File: config.mk
export PLATFORM = sky130hd
export DESIGN_NAME = integer_to_radix_text_unit
export DESIGN_NICKNAME = d
export VERILOG_FILES = /design/src/rtl/itrt_pkg.sv /design/src/rtl/integer_to_radix_text_unit.sv /design/src/rtl/itrt_ram.sv /design/src/rtl/itrt_datapath.sv /design/src/rtl/itrt_ctrl.sv
export SDC_FILE = /design/constraint.sdc
export NUM_CORES = 1
export LEC_CHECK = 0
export BUFFER_PORTS_ARGS = -buffer_cell sky130_fd_sc_hd__buf_4
export CORE_MARGIN = 2
export CORE_UTILIZATION = 50
export DETAILED_ROUTE_END_ITERATION = 6
export PLACE_DENSITY = 0.76
export SLEW_MARGIN = 20
export SYNTH_ARGS = -nofsm -noshare
export SYNTH_HDL_FRONTEND = slang
export SYNTH_SLANG_ARGS = --single-unit
File: constraint.sdc
create_clock -name clk -period 25.4 [get_ports clk]
set_input_delay 2.54 -clock clk [delete_from_list [all_inputs] [get_ports clk]]
set_output_delay 2.54 -clock clk [all_outputs]
set_load 0.1 [all_outputs]
File: src/rtl/itrt_pkg.sv
// itrt_pkg: shared constants, types and helper functions for the radix text unit
// used by every module of the unit but itrt_ram; depends on nothing
`timescale 1ns / 1ps

package itrt_pkg;

  localparam int VALUE_W    = 64;
  localparam int RADIX_W    = 6;
  localparam int LIMIT_W    = 7;
  localparam int CHAR_W     = 7;
  localparam int DIGIT_W    = 6;
  localparam int CFG_IDX_W  = 2;
  localparam int CFG_DATA_W = 7;

  localparam int MAX_DIGITS = 64;
  localparam int ADDR_W     = $clog2(MAX_DIGITS);
  localparam int COUNT_W    = $clog2(MAX_DIGITS + 1);

  localparam int DIV_BITS  = 4;
  localparam int DIV_STEPS = VALUE_W / DIV_BITS;
  localparam int STEP_W    = $clog2(DIV_STEPS);

  localparam logic [RADIX_W-1:0] RADIX_MIN     = 6'd2;
  localparam logic [RADIX_W-1:0] RADIX_MAX     = 6'd36;
  localparam logic [RADIX_W-1:0] RADIX_DEFAULT = 6'd10;
  localparam logic [LIMIT_W-1:0] LIMIT_DEFAULT = 7'd64;

  localparam logic [CHAR_W-1:0] CODE_ZERO    = 7'h30;
  localparam logic [CHAR_W-1:0] CODE_UPPER_A = 7'h41;
  localparam logic [CHAR_W-1:0] CODE_LOWER_A = 7'h61;
  localparam logic [CHAR_W-1:0] CODE_TEN     = 7'd10;

  localparam logic [CFG_IDX_W-1:0] REG_RADIX         = 2'd0;
  localparam logic [CFG_IDX_W-1:0] REG_UPPER_LETTERS = 2'd1;
  localparam logic [CFG_IDX_W-1:0] REG_CHAR_LIMIT    = 2'd2;

  typedef enum logic [2:0] {
    ST_IDLE,
    ST_DIV,
    ST_STORE,
    ST_READ,
    ST_LOAD,
    ST_EMPTY
  } state_t;

  typedef struct packed {
    logic load;
    logic div_step;
    logic store;
    logic read;
    logic out_char;
    logic out_empty;
  } cmd_t;

  typedef struct packed {
    logic step_done;
    logic more_digits;
    logic limit_zero;
    logic last_emit;
    logic out_free;
  } status_t;

  function automatic logic [CHAR_W-1:0] digit_char(logic [DIGIT_W-1:0] d, logic upper);
    logic [CHAR_W-1:0] d_ext;
    d_ext = {1'b0, d};
    if (d_ext < CODE_TEN) begin
      return CODE_ZERO + d_ext;
    end
    return (upper ? CODE_UPPER_A : CODE_LOWER_A) + d_ext - CODE_TEN;
  endfunction

endpackage

File: src/rtl/integer_to_radix_text_unit.sv
// integer_to_radix_text_unit: one number in, its radix digits out, one word each
// steps: per digit, 16 divider steps of 4 bits each, then a store; per char, a ram read,
// then an output load that waits while the output is held; one number at a time, with an
// empty word in place of chars when the char limit is zero
// reset: synchronous, active high; radix 10, lower case, limit 64, output empty
// depends on itrt_pkg, itrt_ctrl, itrt_datapath, itrt_ram
`timescale 1ns / 1ps

module integer_to_radix_text_unit (
  input  logic                            clk,
  input  logic                            rst,
  input  logic                            s_axis_tvalid,
  output logic                            s_axis_tready,
  input  logic [63:0]                     s_axis_tdata,  // number[63:0]
  output logic                            m_axis_tvalid,
  input  logic                            m_axis_tready,
  output logic [7:0]                      m_axis_tdata,  // char_code[6:0], zero pad
  output logic                            m_axis_tlast,
  output logic                            m_axis_tuser,  // empty_res
  input  logic                            cfg_valid,
  output logic                            cfg_ready,
  input  logic [itrt_pkg::CFG_IDX_W-1:0]  cfg_index,
  input  logic [itrt_pkg::CFG_DATA_W-1:0] cfg_data
);

  itrt_pkg::cmd_t              cmd;
  itrt_pkg::status_t           status;
  logic [itrt_pkg::CHAR_W-1:0] out_code;

  assign cfg_ready = 1'b1;

  itrt_ctrl u_ctrl (
    .clk     (clk),
    .rst     (rst),
    .in_valid(s_axis_tvalid),
    .in_ready(s_axis_tready),
    .status  (status),
    .cmd     (cmd)
  );

  itrt_datapath u_datapath (
    .clk      (clk),
    .rst      (rst),
    .cmd      (cmd),
    .status   (status),
    .number   (s_axis_tdata),
    .cfg_we   (cfg_valid),
    .cfg_idx  (cfg_index),
    .cfg_wdata(cfg_data),
    .out_valid(m_axis_tvalid),
    .out_ready(m_axis_tready),
    .out_code (out_code),
    .out_last (m_axis_tlast),
    .out_empty(m_axis_tuser)
  );

  assign m_axis_tdata = {1'b0, out_code};

endmodule

File: src/rtl/itrt_ram.sv
// itrt_ram: generic single-port-write, single-port-read ram with registered read
// standalone; no package needed
`timescale 1ns / 1ps

module itrt_ram #(
  parameter int WIDTH = 8,
  parameter int DEPTH = 64
) (
  input  logic                     clk,
  input  logic                     we,
  input  logic [$clog2(DEPTH)-1:0] waddr,
  input  logic [WIDTH-1:0]         wdata,
  input  logic                     re,
  input  logic [$clog2(DEPTH)-1:0] raddr,
  output logic [WIDTH-1:0]         rdata
);

  logic [WIDTH-1:0] mem [DEPTH];

  always_ff @(posedge clk) begin
    if (we) begin
      mem[waddr] <= wdata;
    end
    if (re) begin
      rdata <= mem[raddr];
    end
  end

endmodule

File: src/rtl/itrt_datapath.sv
// itrt_datapath: config registers, radix divider, digit store and output register
// depends on itrt_pkg and itrt_ram
`timescale 1ns / 1ps

module itrt_datapath (
  input  logic                            clk,
  input  logic                            rst,
  input  itrt_pkg::cmd_t                  cmd,
  output itrt_pkg::status_t               status,
  input  logic [itrt_pkg::VALUE_W-1:0]    number,
  input  logic                            cfg_we,
  input  logic [itrt_pkg::CFG_IDX_W-1:0]  cfg_idx,
  input  logic [itrt_pkg::CFG_DATA_W-1:0] cfg_wdata,
  output logic                            out_valid,
  input  logic                            out_ready,
  output logic [itrt_pkg::CHAR_W-1:0]     out_code,
  output logic                            out_last,
  output logic                            out_empty
);

  logic [itrt_pkg::RADIX_W-1:0] radix;
  logic                         upper_letters;
  logic [itrt_pkg::LIMIT_W-1:0] char_limit;

  logic [itrt_pkg::RADIX_W-1:0] base;
  logic [itrt_pkg::VALUE_W-1:0] value;
  logic [itrt_pkg::VALUE_W-1:0] value_next;
  logic [itrt_pkg::DIGIT_W-1:0] rem;
  logic [itrt_pkg::DIGIT_W-1:0] rem_next;
  logic [itrt_pkg::DIGIT_W:0]   trial;
  logic [itrt_pkg::STEP_W-1:0]  step_cnt;
  logic [itrt_pkg::COUNT_W-1:0] digit_count;
  logic [itrt_pkg::COUNT_W-1:0] count_inc;
  logic [itrt_pkg::ADDR_W-1:0]  rd_addr;
  logic [itrt_pkg::COUNT_W-1:0] remain;
  logic [itrt_pkg::DIGIT_W-1:0] rd_digit;

  // config registers
  always_ff @(posedge clk) begin
    if (rst) begin
      radix         <= itrt_pkg::RADIX_DEFAULT;
      upper_letters <= 1'b0;
      char_limit    <= itrt_pkg::LIMIT_DEFAULT;
    end else if (cfg_we) begin
      case (cfg_idx)
        itrt_pkg::REG_RADIX:         radix <= cfg_wdata[itrt_pkg::RADIX_W-1:0];
        itrt_pkg::REG_UPPER_LETTERS: upper_letters <= cfg_wdata[0];
        itrt_pkg::REG_CHAR_LIMIT:    char_limit <= cfg_wdata[itrt_pkg::LIMIT_W-1:0];
        default: ;
      endcase
    end
  end

  assign base = (radix < itrt_pkg::RADIX_MIN || radix > itrt_pkg::RADIX_MAX) ?
                itrt_pkg::RADIX_DEFAULT : radix;

  // restoring division, DIV_BITS (4) quotient bits per divider step
  always_comb begin
    value_next = value;
    rem_next   = rem;
    trial      = '0;
    for (int i = 0; i < itrt_pkg::DIV_BITS; i++) begin
      trial      = {rem_next, value_next[itrt_pkg::VALUE_W-1]};
      value_next = {value_next[itrt_pkg::VALUE_W-2:0], 1'b0};
      if (trial >= {1'b0, base}) begin
        trial         = trial - {1'b0, base};
        value_next[0] = 1'b1;
      end
      rem_next = trial[itrt_pkg::DIGIT_W-1:0];
    end
  end

  assign count_inc = digit_count + 1'b1;

  always_ff @(posedge clk) begin
    if (cmd.load) begin
      value       <= number;
      rem         <= '0;
      step_cnt    <= '0;
      digit_count <= '0;
    end else if (cmd.div_step) begin
      value    <= value_next;
      rem      <= rem_next;
      step_cnt <= step_cnt + 1'b1;
    end else if (cmd.store) begin
      rem         <= '0;
      step_cnt    <= '0;
      digit_count <= count_inc;
      rd_addr     <= digit_count[itrt_pkg::ADDR_W-1:0];
      if (itrt_pkg::LIMIT_W'(count_inc) > char_limit) begin
        remain <= itrt_pkg::COUNT_W'(char_limit);
      end else begin
        remain <= count_inc;
      end
    end else if (cmd.out_char) begin
      rd_addr <= rd_addr - 1'b1;
      remain  <= remain - 1'b1;
    end
  end

  itrt_ram #(
    .WIDTH(itrt_pkg::DIGIT_W),
    .DEPTH(itrt_pkg::MAX_DIGITS)
  ) u_store (
    .clk  (clk),
    .we   (cmd.store),
    .waddr(digit_count[itrt_pkg::ADDR_W-1:0]),
    .wdata(rem),
    .re   (cmd.read),
    .raddr(rd_addr),
    .rdata(rd_digit)
  );

  // output register
  always_ff @(posedge clk) begin
    if (rst) begin
      out_valid <= 1'b0;
    end else if (cmd.out_char || cmd.out_empty) begin
      out_valid <= 1'b1;
    end else if (out_ready) begin
      out_valid <= 1'b0;
    end
  end

  always_ff @(posedge clk) begin
    if (cmd.out_char) begin
      out_code  <= itrt_pkg::digit_char(rd_digit, upper_letters);
      out_last  <= (remain == itrt_pkg::COUNT_W'(1));
      out_empty <= 1'b0;
    end else if (cmd.out_empty) begin
      out_code  <= '0;
      out_last  <= 1'b1;
      out_empty <= 1'b1;
    end
  end

  assign status.step_done   = (step_cnt == itrt_pkg::STEP_W'(itrt_pkg::DIV_STEPS - 1));
  assign status.more_digits = (value != '0) &&
                              (count_inc < itrt_pkg::COUNT_W'(itrt_pkg::MAX_DIGITS));
  assign status.limit_zero  = (char_limit == '0);
  assign status.last_emit   = (remain == itrt_pkg::COUNT_W'(1));
  assign status.out_free    = !out_valid || out_ready;

endmodule

File: src/rtl/itrt_ctrl.sv
// itrt_ctrl: sequencer for divide, store and emit phases
// depends on itrt_pkg
`timescale 1ns / 1ps

module itrt_ctrl (
  input  logic              clk,
  input  logic              rst,
  input  logic              in_valid,
  output logic              in_ready,
  input  itrt_pkg::status_t status,
  output itrt_pkg::cmd_t    cmd
);

  itrt_pkg::state_t state;
  itrt_pkg::state_t state_next;

  always_ff @(posedge clk) begin
    if (rst) begin
      state <= itrt_pkg::ST_IDLE;
    end else begin
      state <= state_next;
    end
  end

  always_comb begin
    state_next = state;
    cmd        = '0;
    in_ready   = 1'b0;
    case (state)
      itrt_pkg::ST_IDLE: begin
        in_ready = 1'b1;
        if (in_valid) begin
          cmd.load   = 1'b1;
          state_next = itrt_pkg::ST_DIV;
        end
      end
      itrt_pkg::ST_DIV: begin
        cmd.div_step = 1'b1;
        if (status.step_done) begin
          state_next = itrt_pkg::ST_STORE;
        end
      end
      itrt_pkg::ST_STORE: begin
        cmd.store = 1'b1;
        if (status.more_digits) begin
          state_next = itrt_pkg::ST_DIV;
        end else if (status.limit_zero) begin
          state_next = itrt_pkg::ST_EMPTY;
        end else begin
          state_next = itrt_pkg::ST_READ;
        end
      end
      itrt_pkg::ST_READ: begin
        cmd.read   = 1'b1;
        state_next = itrt_pkg::ST_LOAD;
      end
      itrt_pkg::ST_LOAD: begin
        if (status.out_free) begin
          cmd.out_char = 1'b1;
          state_next   = status.last_emit ? itrt_pkg::ST_IDLE : itrt_pkg::ST_READ;
        end
      end
      itrt_pkg::ST_EMPTY: begin
        if (status.out_free) begin
          cmd.out_empty = 1'b1;
          state_next    = itrt_pkg::ST_IDLE;
        end
      end
      default: begin
        state_next = itrt_pkg::ST_IDLE;
      end
    endcase
  end

endmodule
==> impl_metrics.py, run 1 <==
metrics = {
    "cells_and_area": {
        "syn_to_final_growth_pct": 12.4,
        "multiInputGateArea_um2": 7550,
        "seq_area_um2": 15000,
        "fillers": 3597,
        "diodes": 0,
        "fin_util": 0.570,
        "fin_nets": 1930,
        "drive_gt1_frac": 0.150,
    },
    "clocking": {
        "cts_max_level": 2,
        "numCtsBuffers": 51,
        "ctsHoldBuffers": 0,
        "cts_root_buf": "clkbuf_16",
        "clock_latency_ns": 0.61,
        "path_clk_slew_ns": 0.06,
        "clock-sinks": 511,
        "postCtsSetupRepairBufs": 0,
        "tritoncts": "done",
        "cts_buffer_depth": 3,
        "cts_resized": 0,
    },
    "min_path": {
        "hold_depth": 1,
        "timing.hold.worst_endpoint": "u_datapath.out_empty",
        "min_from": "u_datapath.out_empty",
        "hold_class": "register to register",
    },
    "synthesis": {
        "synth_warnings": 0,
        "ys_types": 77,
        "synth_edf_count": 475,
        "synth_ff_type": "edfxtp_1",
        "synth.avg_cell_area_um2": 13.2,
        "syn-cell-area_um2": 23100,
        "syn_nets": 1868,
        "netlist_instances": 1744,
        "ys_seq_area_frac": 0.649,
        "synth-async-reset-ratio": 0,
        "synth_seq_cells": 511,
    },
    "power": {
        "internal-power_mw": 1.74,
        "power_leakage_nw": 9.33,
        "combPwrFrac": 0.313,
        "seqPwrFrac": 0.399,
        "p_clk_frac": 0.288,
        "power.switching_mw": 0.838,
        "p_sw_frac": 0.325,
        "ir_drop_mv": 0.116,
        "cellPowerDensity_nw_per_um2": 99.4,
    },
    "worst_setup_path": {
        "cp_common_cell": "a21oi_1",
        "timing.rr.end": "u_datapath.value[0]",
        "cp_max_fo": 18,
        "cp.required_ns": 25.70,
        "crit_path_end_kind": "register",
        "startpoint_type": "register",
        "r2r.worst_path.cells": 35,
        "cp_top_family": "compound AO/OA/AOI/OAI gates",
        "worstSetupPathType": "register to register",
        "worstPathArrival_ns": 9.90,
        "rrSetupSlack_ns": 15.80,
        "r2r_start": "u_datapath.radix[5]",
        "critical-path-slowest-cell": "o21ai_0",
        "max_stage_delay_ns": 0.80,
        "crit_buf_inv": 2,
    },
    "route": {
        "routedWlPerCell_um": 20.9,
        "ant_nets": 0,
        "via_per_inst": 5.87,
        "wirelength_um": 51200,
        "drt-initial-drc-count": 1349,
        "via_count": 14400,
        "drc": 2,
        "dr.pass1.iters": 7,
    },
    "sta": {
        "fin_worst_skew_ns": 0.0417,
        "finalSetupTns_ns": 0,
        "fin_crit_ns": 9.60,
        "drv_slew": 0,
        "worst_pin_slew_ns": 1.12,
        "timing.slew.headroom": 0.251,
        "max_freq_mhz": 104,
        "hold_viol": 0,
        "rsz0062_at_grt": "no",
        "period_share": 0.378,
        "final-setup-viol-count": 0,
    },
    "global_routing": {
        "grt-ovfl-total": 0,
        "grt_util_all_layers": 0.214,
        "grt_pass1_wl_um": 79100,
        "grt_pass1_vias": 14400,
        "antenna_found_initial": 0,
        "grt_max_degree": 76,
    },
    "run_status": {
        "outcome": "finished with violations",
        "violations": "DRC",
    },
    "floorplanning": {
        "start_util": 0.507,
        "die_area_um2": 47900,
        "die_w_um": 219,
        "die_h_um": 219,
        "ios": 91,
        "core_um2": 45500,
        "rows": 78,
    },
    "placed_design": {
        "portBuffers": 88,
        "dp_hpwl_um": 33700,
        "place.gp.congestion": 0.870,
    },
    "flow_run": {
        "drv_cap": 0,
    },
}
[synthesized netlist by cell type (20+ instances only)]
cell type  count  share of area
nand2_1      230          0.037
inv_1         42         0.0068
dfxtp_1       36          0.031
mux2i_1      121          0.052
o221ai_1      24         0.0091
o22ai_1       26         0.0070
nor2_1       188          0.031
nor4_1        26         0.0070
edfxtp_1     475           0.62
nor3_1        26         0.0056
clkbuf_1      74          0.012
buf_1         20         0.0033
ha_1          43          0.023
mux4_2        48          0.047
a21oi_1       73          0.016
o21ai_0       58          0.013
[through the flow]
| step | hold WS [ns] | total power, mW | area [um^2] | setup slack, ns | instances |
|---|---|---|---|---|---|
| final | 0.473 | 2.58 | 25900 | 15.80 | 2448 |
| after global routing | 0.496 | 2.71 | 25900 | 15.03 | 2448 |
| after CTS | 0.477 | 2.58 | 25900 | 16.01 | 2448 |
| after detailed placement | 0.462 | 1.84 | 24300 | 16.02 | 2353 |
| after global placement | 0.460 | 1.82 | 24300 | 16.29 | 2353 |
| after floorplan | 0.468 | 1.65 | 23100 | 17.06 | 1744 |
[worst max path at each step]
stage / start / to / slack [ns] / cells after the start
detailed placement: u_datapath.radix[5] / u_datapath.value[0] / 16.02 / 35
CTS: u_datapath.radix[5] / u_datapath.value[0] / 16.01 / 35
global route: u_datapath.radix[5] / u_datapath.value[0] / 15.03 / 35
floorplan: u_datapath.rem[1] / u_datapath.value[0] / 17.06 / 34
finish: u_datapath.radix[5] / u_datapath.value[0] / 15.80 / 35
global placement: u_datapath.radix[5] / u_datapath.value[0] / 16.29 / 34
[placed cells by master, fill, tap and decap left out, types with 19 or more instances in the layout]
cell type  instances
dfxtp_1           30
nor2_1           188
nor4_1            25
nand2_1          229
inv_1             42
a21oi_1           73
mux4_2            48
nor3_1            24
o221ai_1          24
ha_1              43
clkbuf_16         52
buf_4            109
edfxtp_1         475
nand3_1           19
o21ai_0           58
xnor2_1           19
o22ai_1           26
mux2i_1          121
[power groups by stage]
| stage | sequential (mW) | clock (mW) | combinational, mW |
|---|---|---|---|
| 5_1_grt | 1.03 | 0.784 | 0.894 |
| 3_5_place_dp | 1.05 | 0 | 0.798 |
| 6_report | 1.03 | 0.742 | 0.807 |
| 3_3_place_gp | 1.04 | 0 | 0.776 |
| 2_1_floorplan | 1.07 | 0 | 0.589 |
| 4_1_cts | 1.03 | 0.751 | 0.800 |
[state kept, by name (all words and copies together) (netlist names), 7 cells and up]
name,cells
u_datapath.char_limit,7
u_datapath.digit_count,7
u_datapath.out_code,7
u_datapath.remain,7
u_datapath.u_store.mem,384
u_datapath.value,64
[final cells by class]
cell class                 count  share of cell area
multi-input combinational   1090               0.291
clock buffer                  71              0.0548
clock inverter                24             0.00936
inverter                      43             0.00622
tap                          600              0.0289
timing repair buffer         109              0.0315
sequential                   511               0.578
[routing by layer]
metal  up-vias  track usage  routed length, um  part of all wire
li1       6669            -                  -                 -
met5         -            0                  0                 0
met1      7083        0.283              21200              0.41
met4         0       0.0779               1710             0.033
met2       515        0.363              25200              0.49
met3        96       0.0312               3070             0.060
[kinds of logic after synthesis]
kind of cell / share of synthesized area
and+or+nand+nor: 0.111
muxes: 0.101
buffers and inverters: 0.0243
DFF: 0.649
xor gates and xnor gates: 0.0129
other: 0.000325
AOI/OAI and AO/OA: 0.0745
adders and majority gates: 0.0268
No activity file was read; power rests on OpenSTA's default activity.
==> inputs of run 2 (changes only) <==
--- a/config.mk
+++ b/config.mk
@@ -9,7 +9,7 @@
 export CORE_MARGIN = 2
 export CORE_UTILIZATION = 50
 export DETAILED_ROUTE_END_ITERATION = 6
-export PLACE_DENSITY = 0.76
+export PLACE_DENSITY = 0.78
 export SLEW_MARGIN = 20
 export SYNTH_ARGS = -nofsm -noshare
 export SYNTH_HDL_FRONTEND = slang
==> constraint.sdc (replaced) <==
create_clock -name clk -period 8.23 [get_ports clk]
set_input_delay 0.823 -clock clk [delete_from_list [all_inputs] [get_ports clk]]
set_output_delay 0.823 -clock clk [all_outputs]
set_load 0.1 [all_outputs]
==> impl_metrics.py, run 2 (synthesis results as in run 1) <==
metrics = {
    "worst_setup_path": {
        "worstSetupPathType": "register to register",
        "cp_common_cell": "a21oi_1",
        "cp.required_ns": 8.55,
        "timing.rr.end": "u_datapath.value[0]",
        "rrSetupSlack_ns": 0.41,
        "r2r_start": "u_datapath.radix[1]",
        "cp_max_fo": 8,
        "r2r.worst_path.cells": 35,
        "max_stage_delay_ns": 0.54,
        "startpoint_type": "register",
        "critical-path-slowest-cell": "or4_4",
        "worstPathArrival_ns": 8.14,
        "crit_path_end_kind": "register",
    },
    "route": {
        "ant_nets": 0,
        "via_per_inst": 5.98,
        "wirelength_um": 53500,
        "dr.pass1.iters": 5,
        "drc": 0,
        "via_count": 14800,
        "routedWlPerCell_um": 21.7,
        "drt-initial-drc-count": 1348,
    },
    "clocking": {
        "path_clk_slew_ns": 0.06,
        "cts_max_level": 2,
        "numCtsBuffers": 51,
        "clock-sinks": 511,
        "clock_latency_ns": 0.61,
        "cts_buffer_depth": 3,
        "tritoncts": "done",
        "cts_root_buf": "clkbuf_16",
    },
    "floorplanning": {
        "rows": 78,
        "die_w_um": 219,
        "start_util": 0.507,
        "ios": 91,
        "core_um2": 45500,
        "die_h_um": 219,
        "die_area_um2": 47900,
    },
    "cells_and_area": {
        "final_cell_mix": "edfxtp_1, nand2_1, nor2_1",
        "fin_cells": 2468,
        "layout_commonest_cell": "edfxtp_1",
        "fin_nets": 1950,
        "syn_to_final_growth_pct": 14.0,
        "largest_reg_flops": 384,
        "drive_gt1_frac": 0.169,
        "diodes": 0,
        "regMostFlops": "u_datapath.u_store.mem",
        "multiInputGateArea_um2": 7670,
        "seq_area_um2": 15000,
        "reg_top3": "u_datapath.u_store.mem: 384 flops, u_datapath.value: 64 flops",
        "fillers": 3528,
    },
    "placed_design": {
        "dp_hpwl_um": 34900,
        "place.gp.congestion": 0.944,
        "portBuffers": 88,
        "placed_cells": 2371,
    },
    "min_path": {
        "hold_class": "input pin to register",
        "min_from": "cfg_data[1]",
        "timing.hold.worst_endpoint": "u_datapath.radix[1]",
        "hold_depth": 2,
    },
    "sta": {
        "rsz0062_at_grt": "no",
        "worst_pin_slew_ns": 1.10,
        "final-setup-viol-count": 0,
        "holdWs_ns": 0.480,
        "fin_crit_ns": 7.82,
        "hold_viol": 0,
        "fin_worst_skew_ns": 0.0443,
        "timing.slew.headroom": 0.268,
        "max_freq_mhz": 128,
        "drv_slew": 0,
        "period_share": 0.950,
    },
    "power": {
        "seqPwrFrac": 0.384,
        "combPwrFrac": 0.325,
        "ir_drop_mv": 0.557,
        "cellPowerDensity_nw_per_um2": 315,
        "power_leakage_nw": 9.49,
        "power.switching_mw": 2.70,
        "p_sw_frac": 0.326,
        "internal-power_mw": 5.59,
        "p_clk_frac": 0.291,
    },
    "run_status": {
        "outcome": "finished, final reports clean",
    },
    "global_routing": {
        "antenna_found_initial": 0,
        "grt-ovfl-total": 0,
        "grt_pass1_wl_um": 83100,
        "grt_pass1_vias": 15000,
        "grt_util_all_layers": 0.226,
        "grt_max_degree": 75,
    },
    "flow_run": {
        "drv_cap": 0,
    },
}
==> run 2: cell types whose count changed in the layout (fill, tap and decap cells not counted), moves of 4 or more <==
cell,delta
o21ai_0,-5
clkinv_2,-5
clkbuf_1,-4
o21ai_1,+4
buf_4,+19
==> run 2: repair_timing <==
item	CTS	global route
setup buffers	0	2
resized for setup	4	21
pin swaps	0	8
setup endpoints to repair	5	7
hold buffers	0	0
==> run 2: area by class of cell <==
class                      count  share of cell area
sequential                   511               0.570
multi-input combinational   1090               0.292
clock buffer                  69              0.0545
timing repair buffer         129              0.0369
tap                          600              0.0285
clock inverter                26              0.0125
inverter                      43             0.00613
==> run 2: per-stage QoR <==
step           TNS (ns)  setup slack [ns]  power, mW  cell area (um^2)   util
4_1_cts               0            0.0798       8.19             26200  0.576
3_3_place_gp          0             0.236       5.69             24400  0.537
6_report              0             0.411       8.29             26300  0.579
3_5_place_dp     -0.140            -0.139       5.77             24400  0.537
2_1_floorplan         0            0.0349       5.10             23100      -
5_1_grt               0            0.0186       8.66             26300  0.579
==> run 2: how the worst max path moves through the flow <==
stage	start	to	slack, ns
after global placement	u_datapath.radix[4]	u_datapath.value[0]	0.24
after detailed placement	u_datapath.radix[4]	u_datapath.value[0]	-0.14
after CTS	u_datapath.radix[3]	u_datapath.value[0]	0.08
after floorplan	u_datapath.rem[3]	u_datapath.value[0]	0.03
after global routing	u_datapath.radix[1]	u_datapath.value[0]	0.02
final	u_datapath.radix[1]	u_datapath.value[0]	0.41
==> run 2: worst max-delay path, delay by kind of cell, from the launching register on <==
family,cells,cell delay [ns]
DFF,1,0.37
adders and majority gates,4,1.11
AOI/OAI and AO/OA,20,4.24
buffers and inverters,2,0.12
and+or+nand+nor,9,1.70
==> run 2: metal layers <==
| metal | part of all wire | track usage |
|---|---|---|
| met5 | 0 | 0 |
| met4 | 0.045 | 0.109 |
| met3 | 0.069 | 0.0341 |
| met2 | 0.48 | 0.373 |
| met1 | 0.40 | 0.295 |
==> run 2: power by group through the flow <==
| stage | combinational, mW | sequential [mW] | clock, mW |
|---|---|---|---|
| after detailed placement | 2.54 | 3.23 | 0 |
| after CTS | 2.57 | 3.18 | 2.44 |
| after global routing | 2.94 | 3.19 | 2.54 |
| final | 2.70 | 3.18 | 2.41 |
| after floorplan | 1.82 | 3.29 | 0 |
| after global placement | 2.46 | 3.23 | 0 |
